===== src/rtl/edmm_pkg.sv =====
// Shared types and constants for the event decision matrix matcher.
// No dependencies; used by edmm_row_cmp and event_decision_matrix_matcher_unit.
package edmm_pkg;

    // Result kinds.
    localparam logic [1:0] KIND_MATCH = 2'd0;
    localparam logic [1:0] KIND_PROTO = 2'd1;
    localparam logic [1:0] KIND_NONE  = 2'd2;

    // Byte positions within one matrix row.
    localparam logic [2:0] OFS_ORIGIN  = 3'd0;
    localparam logic [2:0] OFS_FLAGS   = 3'd1;
    localparam logic [2:0] OFS_CMASK   = 3'd2;
    localparam logic [2:0] OFS_CFILTER = 3'd3;
    localparam logic [2:0] OFS_TMASK   = 3'd4;
    localparam logic [2:0] OFS_TFILTER = 3'd5;
    localparam logic [2:0] OFS_ACTION  = 3'd6;
    localparam logic [2:0] OFS_PARAM   = 3'd7;

    // Bit positions in the flags byte.
    localparam int FLAG_ENABLED = 7;
    localparam int FLAG_ORIGIN  = 6;
    localparam int FLAG_ZONE    = 4;
    localparam int FLAG_CMASK   = 1;
    localparam int FLAG_CFILTER = 0;

    // Zone value that addresses every node.
    localparam logic [7:0] ZONE_ALL = 8'hFF;

    // Most results given for one event, and the highest writable row count.
    localparam int MAX_RESULTS = 8;
    localparam int ADDR_ROWS   = 8;

    localparam logic [8:0] CLASS_PROTOCOL = 9'd0;

    typedef struct packed {
        logic [7:0] origin;
        logic [7:0] flags;
        logic [7:0] cmask;
        logic [7:0] cfilter;
        logic [7:0] tmask;
        logic [7:0] tfilter;
        logic [7:0] action;
        logic [7:0] param;
    } row_t;

    typedef struct packed {
        logic [8:0] cls;
        logic [7:0] typ;
        logic [7:0] origin;
        logic [7:0] zone;
    } evt_t;

endpackage


===== src/rtl/edmm_row_cmp.sv =====
// Compare unit that checks one decision matrix row against the held event.
// Depends on edmm_pkg for the row and event types and the flag positions.
module edmm_row_cmp
    import edmm_pkg::*;
(
    input  row_t       row,
    input  evt_t       evt,
    input  logic [7:0] node_zone,
    output logic       match
);

    logic [8:0] cfilter9;
    logic [8:0] cmask9;
    logic       origin_ok;
    logic       zone_ok;
    logic       class_ok;
    logic       type_ok;

    // The class filter and mask take their ninth bit from the flags byte.
    assign cfilter9 = {row.flags[FLAG_CFILTER], row.cfilter};
    assign cmask9   = {row.flags[FLAG_CMASK], row.cmask};

    // Individual checks; origin and zone checks are optional per row.
    assign origin_ok = !row.flags[FLAG_ORIGIN] || (evt.origin == row.origin);
    assign zone_ok   = !row.flags[FLAG_ZONE] || (evt.zone == ZONE_ALL)
                       || (evt.zone == node_zone);
    assign class_ok  = ((cfilter9 ^ evt.cls) & cmask9) == 9'd0;
    assign type_ok   = ((row.tfilter ^ evt.typ) & row.tmask) == 8'd0;

    assign match = row.flags[FLAG_ENABLED] && origin_ok && zone_ok && class_ok && type_ok;

endmodule


===== src/rtl/event_decision_matrix_matcher_unit.sv =====
// Top level of the event decision matrix matcher: row table, scan sequencer
// and result register. Depends on edmm_pkg and edmm_row_cmp.
//
// A byte write request gives no result. An event of protocol class gives its
// single result in the cycle after acceptance. Any other event is checked
// against the rows one row per cycle, while the result channel does not
// stall, through a single compare unit. It passes an accept step, then a scan
// step per stored row (ROWS, at most 8, since row_select reaches only rows 0
// to 7; rows above that are not stored), then a closing step that loads the
// final result, which is shown in the cycle after. Each match result is held
// back one step so that the final one can carry last; a stalled result
// channel stalls the scan. The next request is accepted only when the block
// is idle and its last result has been taken. The table resets to zero, so
// every row starts disabled.
module event_decision_matrix_matcher_unit
    import edmm_pkg::*;
#(
    parameter int ROWS = 8
) (
    input  logic       aclk,
    input  logic       aresetn,

    input  logic       cfg_valid,
    output logic       cfg_ready,
    input  logic [7:0] cfg_data,

    input  logic       s_valid,
    output logic       s_ready,
    input  logic       s_cmd,
    input  logic [2:0] s_row_select,
    input  logic [2:0] s_byte_offset,
    input  logic [7:0] s_byte_value,
    input  logic [8:0] s_event_class,
    input  logic [7:0] s_event_type,
    input  logic [7:0] s_event_origin,
    input  logic [7:0] s_event_zone,

    output logic       m_valid,
    input  logic       m_ready,
    output logic [1:0] m_kind,
    output logic [2:0] m_hit_row,
    output logic [7:0] m_hit_action,
    output logic [7:0] m_hit_param,
    output logic       m_last
);

    localparam int STORED = (ROWS < ADDR_ROWS) ? ROWS : ADDR_ROWS;
    localparam int IDX_W  = (STORED > 1) ? $clog2(STORED) : 1;

    localparam logic [1:0] ST_IDLE   = 2'd0;
    localparam logic [1:0] ST_SCAN   = 2'd1;
    localparam logic [1:0] ST_FINISH = 2'd2;

    logic [1:0]       state_reg, state_next;
    logic [7:0]       node_zone_reg;
    logic [7:0]       rows_reg [STORED][8];
    evt_t             evt_reg;
    logic [IDX_W-1:0] idx_reg, idx_next;
    logic [2:0]       cnt_reg, cnt_next;

    logic             pend_valid_reg, pend_valid_next;
    logic [2:0]       pend_row_reg, pend_row_next;
    logic [7:0]       pend_action_reg, pend_action_next;
    logic [7:0]       pend_param_reg, pend_param_next;

    logic             m_valid_reg, m_valid_next;
    logic [1:0]       m_kind_reg, m_kind_next;
    logic [2:0]       m_hit_row_reg, m_hit_row_next;
    logic [7:0]       m_hit_action_reg, m_hit_action_next;
    logic [7:0]       m_hit_param_reg, m_hit_param_next;
    logic             m_last_reg, m_last_next;

    row_t             cur_row;
    logic             row_match;
    logic             out_free;
    logic             s_take;
    logic             row_write;

    // Configuration register is always writable.
    assign cfg_ready = 1'b1;

    always_ff @(posedge aclk) begin
        if (!aresetn) begin
            node_zone_reg <= 8'd0;
        end else if (cfg_valid) begin
            node_zone_reg <= cfg_data;
        end
    end

    // Handshake on the request side.
    assign s_ready   = (state_reg == ST_IDLE) && !m_valid_reg;
    assign s_take    = s_valid && s_ready;
    assign row_write = s_take && !s_cmd && (int'(s_row_select) < STORED);
    assign out_free  = !m_valid_reg || m_ready;

    // Row table, written one byte per request and cleared by reset.
    always_ff @(posedge aclk) begin
        if (!aresetn) begin
            for (int r = 0; r < STORED; r++) begin
                for (int b = 0; b < 8; b++) begin
                    rows_reg[r][b] <= 8'd0;
                end
            end
        end else if (row_write) begin
            rows_reg[s_row_select[IDX_W-1:0]][s_byte_offset] <= s_byte_value;
        end
    end

    // Row under test this cycle.
    always_comb begin
        cur_row.origin  = rows_reg[idx_reg][OFS_ORIGIN];
        cur_row.flags   = rows_reg[idx_reg][OFS_FLAGS];
        cur_row.cmask   = rows_reg[idx_reg][OFS_CMASK];
        cur_row.cfilter = rows_reg[idx_reg][OFS_CFILTER];
        cur_row.tmask   = rows_reg[idx_reg][OFS_TMASK];
        cur_row.tfilter = rows_reg[idx_reg][OFS_TFILTER];
        cur_row.action  = rows_reg[idx_reg][OFS_ACTION];
        cur_row.param   = rows_reg[idx_reg][OFS_PARAM];
    end

    edmm_row_cmp u_row_cmp (
        .row       (cur_row),
        .evt       (evt_reg),
        .node_zone (node_zone_reg),
        .match     (row_match)
    );

    // Event capture at acceptance.
    always_ff @(posedge aclk) begin
        if (s_take && s_cmd) begin
            evt_reg.cls    <= s_event_class;
            evt_reg.typ    <= s_event_type;
            evt_reg.origin <= s_event_origin;
            evt_reg.zone   <= s_event_zone;
        end
    end

    // Scan sequencer with one held-back match and the result register.
    always_comb begin
        state_next        = state_reg;
        idx_next          = idx_reg;
        cnt_next          = cnt_reg;
        pend_valid_next   = pend_valid_reg;
        pend_row_next     = pend_row_reg;
        pend_action_next  = pend_action_reg;
        pend_param_next   = pend_param_reg;
        m_valid_next      = m_valid_reg && !m_ready;
        m_kind_next       = m_kind_reg;
        m_hit_row_next    = m_hit_row_reg;
        m_hit_action_next = m_hit_action_reg;
        m_hit_param_next  = m_hit_param_reg;
        m_last_next       = m_last_reg;

        unique case (state_reg)
            ST_IDLE: begin
                if (s_take && s_cmd) begin
                    if (s_event_class == CLASS_PROTOCOL) begin
                        m_valid_next      = 1'b1;
                        m_kind_next       = KIND_PROTO;
                        m_hit_row_next    = 3'd0;
                        m_hit_action_next = 8'd0;
                        m_hit_param_next  = 8'd0;
                        m_last_next       = 1'b1;
                    end else begin
                        idx_next        = '0;
                        cnt_next        = 3'd0;
                        pend_valid_next = 1'b0;
                        state_next      = ST_SCAN;
                    end
                end
            end
            ST_SCAN: begin
                // A match with one already held must first push that one out.
                if (!row_match || !pend_valid_reg || out_free) begin
                    if (row_match) begin
                        if (pend_valid_reg) begin
                            m_valid_next      = 1'b1;
                            m_kind_next       = KIND_MATCH;
                            m_hit_row_next    = pend_row_reg;
                            m_hit_action_next = pend_action_reg;
                            m_hit_param_next  = pend_param_reg;
                            m_last_next       = 1'b0;
                        end
                        pend_valid_next  = 1'b1;
                        pend_row_next    = 3'(idx_reg);
                        pend_action_next = cur_row.action;
                        pend_param_next  = cur_row.param;
                        cnt_next         = cnt_reg + 3'd1;
                    end
                    if ((row_match && (cnt_reg == 3'(MAX_RESULTS - 1)))
                        || (idx_reg == IDX_W'(STORED - 1))) begin
                        state_next = ST_FINISH;
                    end else begin
                        idx_next = idx_reg + IDX_W'(1);
                    end
                end
            end
            ST_FINISH: begin
                if (out_free) begin
                    m_valid_next = 1'b1;
                    m_last_next  = 1'b1;
                    if (pend_valid_reg) begin
                        m_kind_next       = KIND_MATCH;
                        m_hit_row_next    = pend_row_reg;
                        m_hit_action_next = pend_action_reg;
                        m_hit_param_next  = pend_param_reg;
                    end else begin
                        m_kind_next       = KIND_NONE;
                        m_hit_row_next    = 3'd0;
                        m_hit_action_next = 8'd0;
                        m_hit_param_next  = 8'd0;
                    end
                    pend_valid_next = 1'b0;
                    state_next      = ST_IDLE;
                end
            end
            default: begin
                state_next = ST_IDLE;
            end
        endcase
    end

    // Control registers.
    always_ff @(posedge aclk) begin
        if (!aresetn) begin
            state_reg      <= ST_IDLE;
            idx_reg        <= '0;
            cnt_reg        <= 3'd0;
            pend_valid_reg <= 1'b0;
            m_valid_reg    <= 1'b0;
        end else begin
            state_reg      <= state_next;
            idx_reg        <= idx_next;
            cnt_reg        <= cnt_next;
            pend_valid_reg <= pend_valid_next;
            m_valid_reg    <= m_valid_next;
        end
    end

    // Payload registers.
    always_ff @(posedge aclk) begin
        pend_row_reg     <= pend_row_next;
        pend_action_reg  <= pend_action_next;
        pend_param_reg   <= pend_param_next;
        m_kind_reg       <= m_kind_next;
        m_hit_row_reg    <= m_hit_row_next;
        m_hit_action_reg <= m_hit_action_next;
        m_hit_param_reg  <= m_hit_param_next;
        m_last_reg       <= m_last_next;
    end

    assign m_valid      = m_valid_reg;
    assign m_kind       = m_kind_reg;
    assign m_hit_row    = m_hit_row_reg;
    assign m_hit_action = m_hit_action_reg;
    assign m_hit_param  = m_hit_param_reg;
    assign m_last       = m_last_reg;

`ifndef ASSERT_OFF
    // Protocol and no-match results are always final and carry zero fields.
    a_nonmatch_final: assert property (@(posedge aclk) disable iff (!aresetn)
        (m_valid && (m_kind != KIND_MATCH)) |->
            (m_last && (m_hit_row == 3'd0) && (m_hit_action == 8'd0)
             && (m_hit_param == 8'd0)))
        else $error("non-match result is not final or has nonzero fields");

    // A final result is only shown once the sequencer is idle and holds nothing.
    a_last_idle: assert property (@(posedge aclk) disable iff (!aresetn)
        (m_valid && m_last) |-> ((state_reg == ST_IDLE) && !pend_valid_reg))
        else $error("final result shown while the scan is still active");

    // The scan index never leaves the stored rows.
    a_idx_range: assert property (@(posedge aclk) disable iff (!aresetn)
        (state_reg == ST_SCAN) |-> (int'(idx_reg) < STORED))
        else $error("scan index beyond the stored rows");

    // A protocol class event gives its result in the next cycle.
    a_proto_result: assert property (@(posedge aclk) disable iff (!aresetn)
        (s_valid && s_ready && s_cmd && (s_event_class == CLASS_PROTOCOL)) |=>
            (m_valid && (m_kind == KIND_PROTO) && (state_reg == ST_IDLE)))
        else $error("protocol event did not give its result");
`endif

endmodule

===== config.mk =====
export PLATFORM = sky130hd
export DESIGN_NAME = event_decision_matrix_matcher_unit
export DESIGN_NICKNAME = d
export VERILOG_FILES = /design/src/rtl/edmm_pkg.sv /design/src/rtl/edmm_row_cmp.sv /design/src/rtl/event_decision_matrix_matcher_unit.sv
export SDC_FILE = /design/constraint.sdc
export NUM_CORES = 1
export LEC_CHECK = 0
export BUFFER_PORTS_ARGS = -buffer_cell sky130_fd_sc_hd__buf_4
export CORE_MARGIN = 10
export CORE_UTILIZATION = 45
export CTS_CLUSTER_SIZE = 12
export DETAILED_ROUTE_END_ITERATION = 8
export GPL_TIMING_DRIVEN = 0
export SLEW_MARGIN = 15
export SYNTH_ARGS = -nofsm -noshare
export SYNTH_HDL_FRONTEND = slang
export SYNTH_SLANG_ARGS = --single-unit
export TNS_END_PERCENT = 5

===== constraint.sdc =====
create_clock -name aclk -period 7 [get_ports aclk]
set_clock_uncertainty 0.15 [all_clocks]
set_input_delay 0.7 -clock aclk [delete_from_list [all_inputs] [get_ports aclk]]
set_output_delay 0.7 -clock aclk [all_outputs]
set_load 0.02 [all_outputs]

==> out/results.tsv, run 1 <==
stage	metric	value	unit
run_status	run status	finished clean	
sta	Pins Over Slew Limit	0	
sta	unrepaired setup endpoints after global routing	false	
clock_tree	H-tree levels	2	
floorplan	IO Count	86	
synthesis	asr flop ratio synth	0	%
grt	first-pass GRT wire length	120000	um
synthesis	Simple-Gate Fraction of Synth Area	15.8	%
job	Max Cap Viol	0	
synthesis	complex-gate fraction of the synthesized area	4.97	%
floorplan	Die X	263	um
synthesis	Synth Area in Adders	0.377	%
clock_tree	clk_lat worst skew	0.65	ns
clock_tree	CTS Sinks	583	
clock_tree	CTS buffer count	61	
cells_and_area	Antenna diodes	0	
synthesis	#FFs+latches synth	583	
synthesis	largest family of logic cells by synthesized area	simple AND/OR/NAND/NOR gates	
placed_design	dpl hpwl	58500	um
placed_design	routability cong.	0.955	
clock_tree	CTS resizes	0	
critical_path	R2R Path End	m_hit_action[0]	
synthesis	Seq/Total Area, Yosys	65.1	%
clock_tree	clock tree buffer depth	3	
cells_and_area	Layout area overhead	13.2	%
cells_and_area	most frequent cells in the layout	edfxtp_1, and2_1, clkbuf_1	
sta	Final Hold Vio Count	0	
grt	gr usage total	24.1	%
synthesis	Synth warnings	0	
critical_path	r2r worst-path depth	10	
critical_path	Setup crit start kind	flop	
pwr	Design Power	8.16	mW
grt	initial antenna violation count	5	
worst_hold_path	Hold Path Class	input pin to flop	
critical_path	crit end category	flop	
synthesis	post-synthesis cell type count	73	
drt	vias per std cell	5.89	
sta	fin crit period	5.29	ns
cells_and_area	Fill cells	4888	
pwr	maximum VDD drop	201	uV
placed_design	PortBufs	74	
cells_and_area	max FFs per register	488	
placed_design	placed cell count	2720	
grt	largest net degree at the start of global routing	30	
clock_tree	setup repair bufs after CTS	0	
drt	routed wire length	85200	um
synthesis	syn_area_per_cell	14.2	um^2
cells_and_area	ratio of cells with drive above 1 in the final layout	14.4	%
cells_and_area	final layout net count	2087	
sta	Final Setup Violations	0	
floorplan	core area	58000	um^2
synthesis	Synth Flop Type	edfxtp_1	
floorplan	die area	69100	um^2
drt	vias	16700	
critical_path	Critical Path RT	7.18	ns
grt	vias in the first global route	16500	
drt	TritonRoute pass-1 iters	5	
synthesis	EDFF count, synth	562	
drt	number of DRC markers in iteration 0	2226	
synthesis	mapped cell area	26600	um^2
cells_and_area	Final Instance Count excl. Fillers	2830	
pwr	Leakage	10.7	nW
sta	Worst Max-Slew Pin Slew	1.27	ns
drt	post-route ant nets	0	
critical_path	CP Class	flop to flop	
critical_path	critical path capture point	m_hit_action[0]	
clock_tree	Hold Buf Count CTS	0	
critical_path	Data arrival, critical path	5.47	ns
clock_tree	Worst-path clk slew	0.06	ns
sta	TNS Setup	0	ns
clock_tree	CTS tree	done	
sta	worst hold slack	0.0929	ns
critical_path	reg2reg setup slack	1.71	ns
synthesis	cells after synthesis	1875	
drt	DRC	0	
sta	period utilization	75.6	%
pwr	pwr dens	271	nW/um^2
floorplan	Initial Util	45.8	%
synthesis	post-synthesis xor/xnor area fraction	3.79	%
clock_tree	Root Driver	clkbuf_16	
synthesis	Synth Net Count	1944	
critical_path	worst-path fanout max	17	
drt	drt wl/cell	30.1	um
floorplan	FP Rows	88	
sta	worst rel slew slack	15.2	%
cells_and_area	leading cell type in the layout, fill and taps excluded	edfxtp_1	
grt	total gr overflow	0	
floorplan	Die Span Y	263	um
sta	max frequency	189	MHz
synthesis	mux contribution to synthesized area	7.61	%
cell usage after synthesis, types with 4 or more instances:
| cell type | count | area (um^2) |
|---|---|---|
| edfxtp_1 | 562 | 16900 |
| and2_1 | 509 | 3180 |
| clkbuf_1 | 94 | 353 |
| nor2_1 | 87 | 327 |
| xor2_1 | 87 | 762 |
| o21ai_0 | 70 | 350 |
| mux4_2 | 55 | 1240 |
| mux2i_1 | 41 | 410 |
| nand2_1 | 32 | 120 |
| mux2_2 | 30 | 338 |
| xnor2_1 | 28 | 245 |
| nand3_1 | 22 | 110 |
| dfxtp_1 | 21 | 420 |
| a21oi_1 | 19 | 95.1 |
| buf_1 | 14 | 52.6 |
| a22oi_1 | 13 | 97.6 |
| a221oi_1 | 12 | 105 |
| inv_1 | 10 | 37.5 |
| nand4_1 | 9 | 56.3 |
| buf_6 | 8 | 90.1 |
| ha_1 | 8 | 100 |
| a222oi_1 | 7 | 70.1 |
| a31oi_1 | 7 | 43.8 |
| buf_2 | 7 | 35.0 |
| nand2b_1 | 7 | 43.8 |
| nor2b_1 | 7 | 43.8 |
| and3_1 | 6 | 37.5 |
| buf_4 | 6 | 45.0 |
| o22ai_1 | 6 | 37.5 |
| or3_1 | 6 | 37.5 |
| nand3b_1 | 5 | 37.5 |
| o211ai_1 | 5 | 37.5 |
| or4_1 | 5 | 37.5 |
| a22o_1 | 4 | 35.0 |
| nor3_1 | 4 | 20.0 |
cell type report:
| cell class | instances | area [um^2] | area share (%) |
|---|---|---|---|
| Buffer | 129 | 581 | 1.93 |
| Clock buffer | 88 | 1760 | 5.85 |
| Clock inverter | 22 | 156 | 0.520 |
| Inverter | 12 | 45.0 | 0.150 |
| Multi-Input combinational cell | 1151 | 8660 | 28.8 |
| Sequential cell | 583 | 17300 | 57.5 |
| Tap cell | 765 | 957 | 3.18 |
| Timing Repair Buffer | 80 | 617 | 2.05 |
worst max-delay path, cell delays in order (launching register included):
cell and delay, ns:
dfxtp_1 0.61, buf_2 0.39, buf_2 0.41, buf_1 0.92, nand3_1 0.43, o32ai_1 0.30
and3_1 0.34, o211ai_4 0.18, or3b_1 0.45, a221oi_4 0.48, buf_6 0.27
stage by stage:
| stage | utilization [%] | instance area (um^2) | setup WS (ns) |
|---|---|---|---|
| floorplan | - | 26600 | 2.92 |
| global placement | 48.4 | 28100 | 0.885 |
| detailed placement | 48.5 | 28200 | 1.85 |
| CTS | 51.8 | 30100 | 1.83 |
| global route | 51.8 | 30100 | 1.65 |
| finish | 51.8 | 30100 | 1.71 |
metal layers:
metal / global-route usage, % / up-vias / wire, um
li1: - / 7107 / -
met1: 32.5 / 8511 / 35000
met2: 37.3 / 884 / 38600
met3: 5.55 / 155 / 8220
met4: 9.31 / 0 / 3400
met5: 0 / - / 0
report_power, final:
part / switching (mW) / leakage [nW] / internal [mW]
sequential: 0.0632 / 5.89 / 3.99
combinational: 0.639 / 3.90 / 0.311
clock: 1.36 / 0.953 / 1.80
total: 2.06 / 10.7 / 6.10
worst min path at each step:
stage	cells past startpoint	start	end
floorplan	0	idx_reg[1]	pend_row_reg[1]
global placement	0	idx_reg[1]	pend_row_reg[1]
detailed placement	0	idx_reg[2]	pend_row_reg[2]
CTS	1	s_event_zone[4]	evt_reg[4]
global route	1	s_event_type[6]	evt_reg[22]
finish	1	s_event_type[4]	evt_reg[20]
cells by family (layout without fill, tap and decap cells):
kind of cell,Yosys count,count (layout)
DFF,583,583
muxes,129,129
AOI/OAI and AO/OA,183,183
and+or+nand+nor,715,715
adders and majority gates,8,8
xor gates and xnor gates,115,115
buffers and inverters,141,331
other,1,1
Note: power is estimated with default switching activity, not from simulation.
==> run 2, diff against run 1 <==
- clock period: 7 -> 5.07 ns (I/O delays scaled with it)
==> run 2 against run 1 <==
  * First-iteration DRC count increased by 2.6%
  * Non-clock buffer count increased by 37
  * Routed wire length about the same
  * Cell count increased by 1.4%
  * Largest power group unchanged
  * Global-route usage increased by 0.064 points
  * Clock power increased by 38%
  * Die area unchanged
  * Sequential cell count unchanged
  * Setup slack got worse by 1.6 ns
  * Sequential share of layout area decreased by 0.75 points
==> out/results.tsv, run 2 (synthesis results as in run 1) <==
stage	metric	value	unit
sta	Pins Over Slew Limit	0	
placed_design	Post-Place Setup Slack	-0.0775	ns
placed_design	PortBufs	74	
worst_hold_path	Hold Path Class	input pin to flop	
critical_path	start of the worst register-to-register path	evt_reg[23]	
clock_tree	setup repair bufs after CTS	0	
clock_tree	Worst-path clk slew	0.06	ns
drt	vias	16800	
job	Max Cap Viol	0	
drt	routed wire length	85100	um
grt	met2 Usage GRT	37.2	%
grt	M1 GR Usage	32.5	%
critical_path	reg2reg setup slack	0.15	ns
sta	Final Setup Violations	0	
critical_path	CP Class	flop to flop	
pwr	Clock power frac	38.7	%
floorplan	core area	58000	um^2
clock_tree	CTS tree	done	
grt	vias in the first global route	16700	
critical_path	R2R Path End	m_hit_action[0]	
sta	Worst Slack Setup Final	0.153	ns
cells_and_area	most frequent cells in the layout	edfxtp_1, and2_1, clkbuf_1	
clock_tree	CTS buffer count	61	
sta	worst rel slew slack	15.8	%
pwr	switch share	25.2	%
pwr	Internal Power	8.44	mW
critical_path	Critical Path Start	evt_reg[23]	
grt	M3 GR Usage	5.64	%
cells_and_area	final layout net count	2124	
floorplan	FP Rows	88	
run_status	run status	finished clean	
critical_path	critical path capture point	m_hit_action[0]	
grt	first-pass GRT wire length	121000	um
sta	Worst Max-Slew Pin Slew	1.26	ns
sta	Final Hold Vio Count	0	
grt	total gr overflow	0	
clock_tree	Root Driver	clkbuf_16	
clock_tree	clock tree buffer depth	3	
floorplan	Die Span Y	263	um
pwr	Flop pwr share	49.5	%
grt	gr busiest metal	met2	
grt	gr usage total	24.2	%
cells_and_area	Fill cells	4841	
floorplan	Initial Util	45.8	%
drt	number of DRC markers in iteration 0	2284	
grt	initial antenna violation count	5	
pwr	combinational fraction of design power	11.8	%
sta	fin crit period	4.92	ns
critical_path	Data arrival, critical path	5.10	ns
pwr	pwr dens	371	nW/um^2
drt	TritonRoute pass-1 iters	6	
critical_path	Setup crit start kind	flop	
cells_and_area	Final Instance Count excl. Fillers	2869	
sta	period utilization	97.0	%
sta	max frequency	203	MHz
drt	vias per std cell	5.86	
cells_and_area	ratio of cells with drive above 1 in the final layout	14.2	%
clock_tree	CTS Sinks	583	
sta	unrepaired setup endpoints after global routing	false	
cells_and_area	Layout area overhead	14.7	%
clock_tree	clk_lat worst skew	0.65	ns
floorplan	Die X	263	um
drt	post-route ant nets	0	
placed_design	placed cell count	2720	
placed_design	routability cong.	0.955	
critical_path	crit end category	flop	
pwr	maximum VDD drop	277	uV
cells_and_area	max FFs per register	488	
clock_tree	H-tree levels	2	
critical_path	r2r worst-path depth	10	
placed_design	dpl hpwl	58500	um
drt	DRC	0	
drt	drt wl/cell	29.7	um
grt	largest net degree at the start of global routing	30	
cells_and_area	leading cell type in the layout, fill and taps excluded	edfxtp_1	
floorplan	IO Count	86	
floorplan	die area	69100	um^2
pwr	Leakage	10.9	nW
pwr	Net Sw Power	2.85	mW
sta	worst hold slack	0.0852	ns
critical_path	Critical Path RT	5.25	ns
critical_path	worst-path fanout max	17	
## run 2: cell types whose count changed in the layout (fill, tap and decap cells not counted), sizes merged
cell	previous run	this run
diode	0	2
clkbuf	182	181
dlygate4sd3	0	40
buf	115	113
## run 2: power by group through the flow
stage / Combinational [mW] / Clock, mW / Sequential (mW)
floorplan: 0.705 / 0 / 5.70
global placement: 1.26 / 0 / 5.69
detailed placement: 1.29 / 0 / 5.69
CTS: 1.32 / 4.39 / 5.59
global route: 1.40 / 4.57 / 5.61
finish: 1.34 / 4.36 / 5.59
## run 2: worst max-delay path, cell delays in order, from the launching register on
cell and delay, ns:
edfxtp_1 0.33, clkbuf_1 0.81, xor2_1 0.15, a221oi_1 0.50, o221ai_1 0.29, a2111oi_2 0.61
and3_1 0.37, o211ai_4 0.18, or3b_1 0.45, a221oi_4 0.49, buf_6 0.27
## run 2: cell type report
class,count,area (um^2),share of cell area [%]
Sequential cell,583,17300,56.8
Multi-Input combinational cell,1151,8660,28.4
Clock buffer,88,1760,5.78
Timing Repair Buffer,120,1020,3.34
Tap cell,765,957,3.14
Buffer,126,571,1.87
Clock inverter,22,156,0.513
Inverter,12,45.0,0.148
Antenna cell,2,5.00,0.0164
## run 2: worst min-delay path by stage
stage | to | from | slack (ns) | depth (start not counted)
after global routing | node_zone_reg[4] | cfg_data[4] | 0.08 | 3
after detailed placement | pend_row_reg[2] | idx_reg[2] | 0.31 | 0
after CTS | node_zone_reg[4] | cfg_data[4] | 0.05 | 3
final | node_zone_reg[4] | cfg_data[4] | 0.09 | 3
after global placement | pend_row_reg[1] | idx_reg[1] | 0.31 | 0
after floorplan | pend_row_reg[1] | idx_reg[1] | 0.28 | 0
## run 2: stage by stage
step | total power [mW] | util (%) | area (um^2) | TNS, ns
detailed placement | 6.98 | 48.5 | 28200 | -1.29
CTS | 11.3 | 52.5 | 30500 | 0
floorplan | 6.40 | - | 26600 | 0
global placement | 6.95 | 48.4 | 28100 | -38.87
finish | 11.3 | 52.5 | 30500 | 0
global route | 11.6 | 52.5 | 30500 | 0
## run 2: what timing repair did
| action | in CTS | in global routing |
|---|---|---|
| hold endpoints to repair | 40 | 0 |
| hold buffers | 40 | 0 |
| resized for setup | 0 | 3 |
| setup endpoints to repair | 17 | 17 |
## run 2: layer usage
metal / up-vias / share of wire (%)
met4: 0 / 4.3
met5: - / 0
met1: 8579 / 41
met3: 173 / 9.3
met2: 880 / 45
li1: 7172 / -
==> run 3, diff against run 2 <==
- GPL_TIMING_DRIVEN: 0 -> unset
- clock period: 5.07 -> 5.34 ns (I/O delays scaled with it)
==> run 3 against run 2 <==
  * Non-clock buffer count shrank 72
  * Cell count shrank 2.5%
  * Worst hold slack gained 0.048 ns
  * Sequential cell count is the same
  * Maximum frequency grew 9.7%
  * Highest routed layer unchanged
  * Routed wire length shrank 19%
  * Utilization shrank 0.35 points
  * Critical path depth is the same
  * Largest power group unchanged
  * Cell area shrank 0.66%
  * Largest cell class unchanged
  * Critical path type unchanged
  * First-iteration DRC count shrank 40%
==> out/results.tsv, run 3 (synthesis results as in run 1) <==
stage	metric	value	unit
sta	Final Setup Violations	0	
clock_tree	Root Driver	clkbuf_16	
cells_and_area	Layout Utilization	52.2	%
pwr	Flop pwr share	51.4	%
worst_hold_path	Hold Path Class	input pin to flop	
clock_tree	CTS resizes	0	
critical_path	Crit path largest cell delay	0.79	ns
job	Max Cap Viol	0	
sta	Pins Over Slew Limit	0	
pwr	Internal Power	7.99	mW
cells_and_area	max FFs per register	488	
pwr	switch share	24.0	%
grt	vias in the first global route	15400	
sta	Worst Max-Slew Pin Slew	1.16	ns
grt	first-pass GRT wire length	103000	um
cells_and_area	final layout net count	2052	
sta	worst hold slack	0.134	ns
cells_and_area	ratio of cells with drive above 1 in the final layout	15.8	%
critical_path	R2R Path End	m_hit_action[3]	
clock_tree	clk_lat worst skew	0.62	ns
placed_design	dpl hpwl	43400	um
clock_tree	CTS Sinks	583	
drt	vias per std cell	5.54	
drt	number of DRC markers in iteration 0	1373	
floorplan	IO Count	86	
grt	gr usage total	19.5	%
critical_path	worst-path fanout max	38	
drt	drt wl/cell	24.7	um
floorplan	FP Rows	88	
clock_tree	clock tree buffer depth	3	
placed_design	routability cong.	0.843	
pwr	Clock power frac	38.9	%
cells_and_area	Antenna diodes	0	
sta	worst rel slew slack	21.8	%
placed_design	PortBufs	84	
run_status	run status	finished clean	
clock_tree	CTS tree	done	
sta	period utilization	83.9	%
drt	routed wire length	69000	um
critical_path	r2r worst-path depth	10	
critical_path	Data arrival, critical path	4.64	ns
grt	largest net degree at the start of global routing	71	
worst_hold_path	hold path cells	3	
cells_and_area	Layout area overhead	14.0	%
floorplan	Die Span Y	263	um
floorplan	Die X	263	um
floorplan	core area	58000	um^2
grt	initial antenna violation count	0	
pwr	Leakage	10.9	nW
pwr	Design Power	10.5	mW
pwr	maximum VDD drop	256	uV
drt	post-route ant nets	0	
floorplan	Initial Util	45.8	%
floorplan	die area	69100	um^2
clock_tree	setup repair bufs after CTS	0	
critical_path	slowest cell on the critical path	dfxtp_4	
critical_path	CP Class	flop to flop	
critical_path	reg2reg setup slack	0.86	ns
cells_and_area	most frequent cells in the layout	edfxtp_1, and2_1, buf_4	
sta	TNS Setup	0	ns
clock_tree	Worst-path clk slew	0.06	ns
critical_path	crit end category	flop	
pwr	pwr dens	347	nW/um^2
worst_hold_path	Hold Crit Start	cfg_valid	
critical_path	critical path, cell by cell	buf_12 > nand2b_1 > o221ai_2 > or4_1 > a211o_1 > a2111oi_4 > o211ai_4 > or3b_1 > a221oi_4 > buf_4	
critical_path	Critical Path RT	5.49	ns
drt	DRC	0	
worst_hold_path	Worst Hold End	node_zone_reg[5]	
clock_tree	H-tree levels	2	
cells_and_area	leading cell type in the layout, fill and taps excluded	edfxtp_1	
critical_path	Setup crit start kind	flop	
sta	max frequency	223	MHz
drt	TritonRoute pass-1 iters	5	
grt	total gr overflow	0	
pwr	combinational fraction of design power	9.7	%
pwr	Net Sw Power	2.53	mW
sta	Final Hold Vio Count	0	
clock_tree	CTS buffer count	61	
sta	unrepaired setup endpoints after global routing	false	
drt	vias	15500	
sta	fin crit period	4.48	ns
-- run 3: cell count changes in the layout (fill, tap and decap cells not counted), sizes merged, moves of 2 or more --
cell,before,now
buf,113,133
diode,2,0
bufinv,2,5
clkbuf,181,84
-- run 3: what timing repair did --
item / CTS / global route
endpoints found under the setup margin: 0 / 0
hold buffers: 41 / 0
hold endpoints to repair: 41 / 0
-- run 3: critical path, delay by kind of cell, from the launching register on --
| family | cells | cell delay, ns |
|---|---|---|
| buffers and inverters | 2 | 0.64 |
| and+or+nand+nor | 3 | 1.14 |
| AOI/OAI and AO/OA | 5 | 1.36 |
| DFF | 1 | 0.79 |
-- run 3: how the worst max path moves through the flow --
stage	startpoint	endpoint	slack [ns]	cells after the start
finish	flop	m_hit_action[3]	0.86	10
CTS	flop	m_hit_action[3]	0.86	10
global placement	flop	m_hit_action[0]	0.92	10
floorplan	evt_reg[32]	m_hit_action[0]	1.26	9
global route	flop	m_hit_action[3]	0.65	10
detailed placement	flop	m_hit_action[3]	0.88	10
-- run 3: final cells by class --
cell class,instances,area [um^2]
timing repair buffer,174,1420
fill,4821,27800
sequential,583,17300
multi-input combinational,1151,8660
inverter,12,45.0
clock inverter,27,255
tap,765,957
clock buffer,84,1620
-- run 3: power groups by stage --
stage / registers (mW) / logic [mW] / clock network, mW
2_1_floorplan: 5.41 / 0.669 / 0
3_5_place_dp: 5.50 / 0.995 / 0
6_report: 5.40 / 1.02 / 4.09
3_3_place_gp: 5.49 / 0.984 / 0
5_1_grt: 5.42 / 1.10 / 4.34
4_1_cts: 5.40 / 1.02 / 4.15
-- run 3: layer usage --
layer / wire (um) / vias up / global-route usage (%)
met5: 0 / - / 0
met4: 1840 / 0 / 6.12
met3: 4480 / 100 / 2.93
met2: 31800 / 551 / 30.7
met1: 30900 / 7822 / 27.6
li1: - / 7020 / -
-- run 3: stage by stage --
stage               worst slack, ns  cells  instance area (um^2)
floorplan                      1.26   1875                 26600
global route                  0.653   2796                 30300
global placement              0.922   2644                 28000
finish                        0.858   2796                 30300
detailed placement            0.880   2644                 28000
CTS                           0.863   2796                 30300
